<file path="config.mk">
export PLATFORM = sky130hd
export DESIGN_NAME = thermal_frame_pec_check_decode
export DESIGN_NICKNAME = d
export VERILOG_FILES = /design/src/sv/tfpc_pkg.sv /design/src/sv/tfpc_input_stage.sv /design/src/sv/tfpc_decode.sv /design/src/sv/thermal_frame_pec_check_decode.sv
export SDC_FILE = /design/constraint.sdc
export NUM_CORES = 1
export LEC_CHECK = 0
export BUFFER_PORTS_ARGS = -buffer_cell sky130_fd_sc_hd__buf_2
export CAP_MARGIN = 20
export CORE_MARGIN = 1
export CORE_UTILIZATION = 40
export DETAILED_ROUTE_END_ITERATION = 12
export MAX_ROUTING_LAYER = met4
export PLACE_DENSITY = 0.6
export SKIP_LAST_GASP = 1
export SLEW_MARGIN = 10
export SYNTH_ARGS = -nofsm -noshare
export SYNTH_HDL_FRONTEND = slang
export SYNTH_SLANG_ARGS = --single-unit
</file>
<file path="constraint.sdc">
create_clock -name clk -period 4.95 [get_ports clk]
set_input_delay 0.99 -clock clk [delete_from_list [all_inputs] [get_ports clk]]
set_output_delay 0.99 -clock clk [all_outputs]
set_load 0.05 [all_outputs]
</file>
<file path="src/sv/tfpc_pkg.sv">
`default_nettype none
// Shared types, frame constants and CRC-8 (poly 0x07) helpers for the
// thermal frame check decoder. No dependencies.
package tfpc_pkg;

    localparam int FRAME_BYTES = 5;
    localparam int IDX_W       = 6;
    localparam logic [IDX_W-1:0] FRAME_LAST  = IDX_W'(FRAME_BYTES - 1);
    localparam logic [IDX_W-1:0] FRAME_COUNT = IDX_W'(FRAME_BYTES);

    localparam logic [IDX_W-1:0] IDX_AMB_LO = IDX_W'(0);
    localparam logic [IDX_W-1:0] IDX_AMB_HI = IDX_W'(1);
    localparam logic [IDX_W-1:0] IDX_PIX_LO = IDX_W'(2);
    localparam logic [IDX_W-1:0] IDX_PIX_HI = IDX_W'(3);

    localparam logic [7:0] CRC_POLY = 8'h07;
    localparam logic [6:0] ADDR_RESET = 7'd10;

    typedef struct packed {
        logic       valid;
        logic       start;
        logic [7:0] data;
    } item_t;

    typedef struct packed {
        logic signed [15:0] ambient_tenths;
        logic signed [15:0] pixel_tenths;
        logic               check_passed;
    } result_t;

    function automatic logic [7:0] crc8_byte(input logic [7:0] v);
        logic [7:0] c;
        c = v;
        for (int k = 0; k < 8; k++) begin
            if (c[7])
                c = {c[6:0], 1'b0} ^ CRC_POLY;
            else
                c = {c[6:0], 1'b0};
        end
        return c;
    endfunction

    // CRC of the read address byte
    function automatic logic [7:0] addr_seed(input logic [6:0] addr);
        return crc8_byte({addr, 1'b1});
    endfunction

    localparam logic [7:0] SEED_RESET = addr_seed(ADDR_RESET);

endpackage
`default_nettype wire

</file>
<file path="src/sv/tfpc_input_stage.sv">
`default_nettype none
// Input register for the byte stream: holds one transaction until the
// decode stage consumes it. Depends on tfpc_pkg.
module tfpc_input_stage
    import tfpc_pkg::*;
(
    input  wire logic       clk,
    input  wire logic       rst_n,
    input  wire logic       in_valid,
    output logic            in_ready,
    input  wire logic       in_start,
    input  wire logic [7:0] in_data,
    input  wire logic       consume,
    output item_t           item
);

    logic       vld_reg;
    logic       start_reg;
    logic [7:0] data_reg;

    assign in_ready = !vld_reg || consume;

    always_ff @(posedge clk or negedge rst_n)
    begin
        if (!rst_n)
        begin
            vld_reg <= 1'b0;
        end
        else if (in_valid && in_ready)
        begin
            vld_reg <= 1'b1;
        end
        else if (consume)
        begin
            vld_reg <= 1'b0;
        end
    end

    always_ff @(posedge clk)
    begin
        if (in_valid && in_ready)
        begin
            start_reg <= in_start;
            data_reg  <= in_data;
        end
    end

    assign item = '{valid: vld_reg, start: start_reg, data: data_reg};

endmodule
`default_nettype wire

</file>
<file path="src/sv/tfpc_decode.sv">
`default_nettype none
// Frame tracking, CRC-8 update, word assembly and result register.
// Depends on tfpc_pkg.
module tfpc_decode
    import tfpc_pkg::*;
(
    input  wire logic       clk,
    input  wire logic       rst_n,
    input  wire logic       cfg_we,
    input  wire logic [6:0] cfg_addr,
    input  wire item_t      item,
    output logic            consume,
    output logic            out_valid,
    input  wire logic       out_ready,
    output result_t         result
);

    logic [7:0]       seed_reg;
    logic [IDX_W-1:0] idx_reg, idx_next;
    logic [7:0]       crc_reg, crc_next;
    logic [15:0]      amb_reg, amb_next;
    logic [15:0]      pix_reg, pix_next;
    logic             out_vld_reg;
    result_t          res_reg, res_next;
    logic             emit;

    logic [IDX_W-1:0] idx_eff;
    logic [7:0]       crc_eff;

    assign consume = item.valid && (!out_vld_reg || out_ready);

    always_comb
    begin
        idx_eff  = item.start ? '0 : idx_reg;
        crc_eff  = item.start ? seed_reg : crc_reg;
        idx_next = idx_eff;
        crc_next = crc_eff;
        amb_next = amb_reg;
        pix_next = pix_reg;
        emit     = 1'b0;
        res_next = '{ambient_tenths: amb_reg, pixel_tenths: pix_reg,
                     check_passed: (crc_eff == item.data)};
        if (idx_eff == FRAME_LAST)
        begin
            emit     = 1'b1;
            idx_next = FRAME_COUNT;
        end
        else if (idx_eff < FRAME_LAST)
        begin
            crc_next = crc8_byte(crc_eff ^ item.data);
            idx_next = idx_eff + 1'b1;
            case (idx_eff)
                IDX_AMB_LO: amb_next = {amb_reg[15:8], item.data};
                IDX_AMB_HI: amb_next = {item.data, amb_reg[7:0]};
                IDX_PIX_LO: pix_next = {pix_reg[15:8], item.data};
                IDX_PIX_HI: pix_next = {item.data, pix_reg[7:0]};
                default: ;
            endcase
        end
    end

    always_ff @(posedge clk or negedge rst_n)
    begin
        if (!rst_n)
        begin
            seed_reg    <= SEED_RESET;
            idx_reg     <= '0;
            crc_reg     <= '0;
            amb_reg     <= '0;
            pix_reg     <= '0;
            out_vld_reg <= 1'b0;
        end
        else
        begin
            if (cfg_we)
            begin
                seed_reg <= addr_seed(cfg_addr);
            end
            if (consume)
            begin
                idx_reg <= idx_next;
                crc_reg <= crc_next;
                amb_reg <= amb_next;
                pix_reg <= pix_next;
            end
            if (consume && emit)
            begin
                out_vld_reg <= 1'b1;
            end
            else if (out_ready)
            begin
                out_vld_reg <= 1'b0;
            end
        end
    end

    always_ff @(posedge clk)
    begin
        if (consume && emit)
        begin
            res_reg <= res_next;
        end
    end

    assign out_valid = out_vld_reg;
    assign result    = res_reg;

endmodule
`default_nettype wire

</file>
<file path="src/sv/thermal_frame_pec_check_decode.sv">
`default_nettype none
// Top level of the thermal sensor frame decoder with packet error check.
// Depends on tfpc_pkg, tfpc_input_stage and tfpc_decode.
//
//  channel   dir  signals                         content
//  s_axis    in   tvalid/tready/tdata[7:0]/tuser  frame bytes, tuser = frame start
//  m_axis    out  tvalid/tready/tdata[39:0]       ambient, pixel, check flag
//  cfg       in   cfg_valid/cfg_ready/cfg_data    device address, always ready
//
// One byte per cycle sustained while m_axis takes results; the closing byte of a
// frame passes the input register, then decode into the result register.
// Reset clears frame index and CRC and restores the address seed.
// A result waiting on m_axis stalls decode; one more byte is still taken into
// the input register.
module thermal_frame_pec_check_decode
    import tfpc_pkg::*;
(
    input  wire logic        clk,
    input  wire logic        rst_n,
    input  wire logic        s_axis_tvalid,
    output logic             s_axis_tready,
    input  wire logic [7:0]  s_axis_tdata,   // [7:0] byte_value
    input  wire logic        s_axis_tuser,   // [0] frame_start
    output logic             m_axis_tvalid,
    input  wire logic        m_axis_tready,
    output logic [39:0]      m_axis_tdata,   // [15:0] ambient_tenths,
                                             // [31:16] pixel_tenths,
                                             // [32] check_passed, [39:33] zero
    input  wire logic        cfg_valid,
    output logic             cfg_ready,
    input  wire logic [6:0]  cfg_data        // [6:0] device_address
);

    item_t   item;
    logic    consume;
    result_t result;

    assign cfg_ready = 1'b1;

    tfpc_input_stage u_input (
        .clk      (clk),
        .rst_n    (rst_n),
        .in_valid (s_axis_tvalid),
        .in_ready (s_axis_tready),
        .in_start (s_axis_tuser),
        .in_data  (s_axis_tdata),
        .consume  (consume),
        .item     (item)
    );

    tfpc_decode u_decode (
        .clk       (clk),
        .rst_n     (rst_n),
        .cfg_we    (cfg_valid && cfg_ready),
        .cfg_addr  (cfg_data),
        .item      (item),
        .consume   (consume),
        .out_valid (m_axis_tvalid),
        .out_ready (m_axis_tready),
        .result    (result)
    );

    assign m_axis_tdata = {7'd0, result.check_passed,
                           result.pixel_tenths, result.ambient_tenths};

    a_consume_has_item: assert property (@(posedge clk) disable iff (!rst_n)
        consume |-> item.valid)
        else $error("decode consumed an empty input register");

    a_stall_means_full: assert property (@(posedge clk) disable iff (!rst_n)
        !s_axis_tready |-> item.valid)
        else $error("input stalled with empty input register");

    a_no_consume_blocked: assert property (@(posedge clk) disable iff (!rst_n)
        (m_axis_tvalid && !m_axis_tready) |-> !consume)
        else $error("decode advanced while result held");

    a_result_from_consume: assert property (@(posedge clk) disable iff (!rst_n)
        $rose(m_axis_tvalid) |-> $past(consume))
        else $error("result appeared without a consumed byte");

endmodule
`default_nettype wire

</file>
==> flow_metrics.py <==
metrics = {
    "worst_setup_path": {
        "crit_top_cell": "sky130_fd_sc_hd__buf_2",
        "worst_path_largest_cell_delay_ns": 0.23,
        "kind_of_start_point_of_the_critical_path": "input pin",
        "cp_top_family": "buffers and inverters",
        "worst_r2r_path_depth": 5,
        "regToRegStartpoint": "u_input.start_reg$_DFFE_PP_",
        "setup.worst_path.end_class": "output port",
        "r2r_slack_ns": 2.53,
        "crit-reg2reg-capture": "u_decode.crc_reg[1]$_DFFE_PN0P_",
        "maximum_fanout_encountered_on_the_critical_timing_path": 3,
        "type_of_the_worst_setup_path": "in -> out",
        "worstPathArrival_ns": 1.51,
        "cp-startpoint": "m_axis_tready",
        "cp_num_buf_inv": 2,
        "critical_path_cell_by_cell": "buf_2 -> nand3b_1 -> buf_2",
        "cp.required_ns": 3.96,
        "crit_path_top_delay_cell": "sky130_fd_sc_hd__buf_2",
    },
    "pwr": {
        "power.share.clock_pct": 21.2,
        "ir_drop_worst_case_vdd_uv": 151,
        "switching_share_pct": 30.3,
        "switchingPower_uw": 706,
        "leakagePower_uw": 0.00190,
        "pwr-share-seq_pct": 52.0,
        "combPwrFrac_pct": 26.9,
        "internal-power_uw": 1620,
        "cellPowerDensity_nw_per_um2": 505,
    },
    "clock_tree": {
        "cts_resized": 0,
        "tritoncts_clock_tree": "done",
        "cts-root-buf": "sky130_fd_sc_hd__clkbuf_8",
        "cts-htree-levels": 3,
        "post_cts_hold_buffer_count": 0,
        "path_clk_slew_ns": 0.09,
        "clk_path_buf_depth": 2,
        "tritoncts.num_buffers": 9,
        "cts.sink_count": 98,
        "cts_post_setup_buffers_inserted": 0,
        "insertion_delay_ns": 0.35,
    },
    "placed_design": {
        "io_buffer_count": 55,
        "pre_cts_ws_ns": 2.35,
        "globalplace.congestion": 0.774,
        "dpl.hpwl_um": 4610,
        "place.detailed.instances": 447,
    },
    "routing": {
        "routedWlPerCell_um": 13.9,
        "detailroute.via_count": 2138,
        "avgViaCountPerCell": 4.62,
        "route.final.wire_length_um": 6420,
        "route.detailed.drc": 0,
        "initialDrtViolationCount": 108,
        "detail_route.first_pass.iterations": 4,
        "route.antenna.remaining_nets": 0,
    },
    "sta": {
        "rsz0062_at_grt": "false",
        "setup_viol": 0,
        "post-route-min-period_ns": 2.50,
        "worst_slew_margin_rel_pct": 44.7,
        "setup-tns-final_ns": 0,
        "timing.clock.skew_ns": 0.00824,
        "post-route-worst-setup-slack_ns": 2.45,
        "finalHoldViolations": 0,
        "finalMaxSlewViolations": 0,
        "layout_worst_path_cycle_share_pct": 50.4,
        "worst-slew-pin-transition_ns": 0.829,
        "max_clock_freq_mhz": 401,
    },
    "yosys": {
        "post-synth-top-count-cell": "sky130_fd_sc_hd__dfrtp_1",
        "synth_area_per_cell_um2": 15.2,
        "ys.flop_type": "sky130_fd_sc_hd__dfrtp_1",
        "syn-instance-count": 266,
        "synth.cells.most_frequent": "sky130_fd_sc_hd__dfrtp_1 (51), sky130_fd_sc_hd__edfxtp_1 (42), sky130_fd_sc_hd__mux2_2 (39)",
        "yosysTopAreaCell": "sky130_fd_sc_hd__dfrtp_1",
        "synthTopCellsByArea": "sky130_fd_sc_hd__dfrtp_1 (32%), sky130_fd_sc_hd__edfxtp_1 (31%), sky130_fd_sc_hd__mux2_2 (11%), sky130_fd_sc_hd__xnor2_1 (5.2%), sky130_fd_sc_hd__dfstp_2 (3.3%)",
        "synth_warnings": 0,
        "synth-async-reset-ratio_pct": 57.1,
        "yosys_register_bits": 98,
        "synth_top_area_share_pct": 31.6,
        "yosysUniqueCellTypes": 37,
        "count_of_flip_flops_with_a_built_in_enable_after_synthesis": 42,
        "synth.cell_area_um2": 4040,
        "synth.yosys.seq_area_share_pct": 66.1,
    },
    "status": {
        "run_status": "finished, final reports clean",
    },
    "worst_hold_path": {
        "min_to": "u_decode.result[19]$_DFFE_PP_",
        "min_delay_path_depth": 0,
        "holdCritStartpoint": "u_decode.amb_reg[2]$_DFFE_PN0P_",
        "holdCritPathClass": "reg -> reg",
    },
    "grt": {
        "antenna_found_initial": 0,
        "grt_pass1_wl_um": 10400,
        "grt_pass1_vias": 2004,
        "pin_count_of_the_biggest_net_entering_global_routing": 38,
        "overflow": 0,
        "groute.usage.overall_pct": 14.1,
    },
    "floorplan": {
        "core_box_area_um2": 9770,
        "dieHeight_um": 102,
        "boundary_pins": 64,
        "core.rowCount": 36,
        "die_width_um": 102,
        "start_util_pct": 41.3,
        "dieArea_um2": 10500,
    },
    "cells_and_area": {
        "postLayoutCoreUtil_pct": 47.2,
        "filler_cells_inserted": 886,
        "flip_flop_count_of_the_largest_register_all_copies_and_words_added": 33,
        "antenna_diode_instance_count": 0,
        "drive_gt1_share_pct": 37.0,
        "areaGrowthSynthToFinish_pct": 14.3,
        "instances_no_fill": 463,
        "final_net_count": 348,
    },
    "run": {
        "drv_cap": 0,
    },
}
-- worst max path at each step --
stage / end / slack, ns / depth (start not counted)
floorplan: u_decode.result[0]$_DFFE_PP_ / 0.81 / 3
global placement: u_decode.pix_reg[4]$_DFFE_PN0P_ / 2.39 / 5
detailed placement: u_decode.pix_reg[2]$_DFFE_PN0P_ / 2.35 / 5
CTS: s_axis_tready / 2.46 / 3
global route: u_decode.crc_reg[1]$_DFFE_PN0P_ / 2.37 / 5
finish: s_axis_tready / 2.45 / 3
-- metal layers --
layer | wire length (µm) | vias to the layer above | track usage [%]
met5 | 0 | - | -
met4 | 110 | 0 | 6.26
met1 | 2910 | 1047 | 17.3
met2 | 3160 | 45 | 21.7
li1 | - | 1038 | -
met3 | 239 | 8 | 4.10
-- cell usage in the layout (no fill, tap or decap), drive strengths merged, types with 2 or more instances in the layout --
| cell | netlist | layout |
|---|---|---|
| nor4 | 2 | 2 |
| nand3b | 3 | 3 |
| xor2 | 7 | 7 |
| clkinv | 0 | 2 |
| inv | 3 | 4 |
| nor2b | 3 | 3 |
| clkbuf | 5 | 11 |
| conb | 2 | 8 |
| a21oi | 5 | 5 |
| and2 | 2 | 2 |
| mux2 | 39 | 39 |
| ha | 2 | 2 |
| nor3 | 3 | 3 |
| nand2 | 14 | 14 |
| nor2 | 11 | 11 |
| xnor2 | 24 | 24 |
| buf | 10 | 57 |
| dfrtp | 51 | 51 |
| nand2b | 2 | 2 |
| o31ai | 3 | 3 |
| mux2i | 8 | 8 |
| edfxtp | 42 | 42 |
| dfstp | 5 | 5 |
| nand3 | 4 | 4 |
| o21ai | 7 | 7 |
| xnor3 | 2 | 2 |
| a21boi | 2 | 2 |
| nor3b | 2 | 2 |
-- cell type report --
cell class | count | area [µm²] | area share, %
flip-flops and latches | 98 | 2670 | 57.9
multi-input cells | 156 | 1290 | 27.9
repair buffers | 57 | 290 | 6.29
inverters | 3 | 11.3 | 0.244
clock buffers | 11 | 131 | 2.85
clock inverters | 5 | 55.1 | 1.19
well taps | 133 | 166 | 3.61
-- worst reg2reg max path, cell delays in order (launching register included) --
cell and delay [ns]:
sky130_fd_sc_hd__edfxtp_1 0.90, sky130_fd_sc_hd__mux2i_2 0.36, sky130_fd_sc_hd__xor2_2 0.33, sky130_fd_sc_hd__xnor3_1 0.39, sky130_fd_sc_hd__a21boi_0 0.23, sky130_fd_sc_hd__o31ai_2 0.09
-- power by group through the flow --
stage / combinational [µW] / clock, µW / sequential (µW)
floorplan: 489 / 0 / 1230
global placement: 620 / 0 / 1220
detailed placement: 628 / 0 / 1230
CTS: 632 / 511 / 1210
global route: 688 / 547 / 1240
finish: 625 / 493 / 1210
-- logic make-up after synthesis --
| family | after synthesis | synth area share [%] |
|---|---|---|
| flops | 98 | 66.1 |
| fa+ha+maj | 2 | 0.620 |
| simple gates | 48 | 6.76 |
| xor+xnor | 33 | 8.03 |
| buf+inv | 18 | 2.63 |
| compound gates | 18 | 2.70 |
| other cells | 2 | 0.186 |
| mux | 47 | 13.0 |
-- through the flow --
| step | area, µm² | total power, µW | hold WS (ns) |
|---|---|---|---|
| finish | 4610 | 2330 | 0.449 |
| global route | 4610 | 2470 | 0.457 |
| CTS | 4610 | 2360 | 0.445 |
| detailed placement | 4430 | 1860 | 0.429 |
| global placement | 4430 | 1840 | 0.428 |
| floorplan | 4060 | 1720 | 0.419 |
No activity file was read; power rests on OpenSTA's default activity.
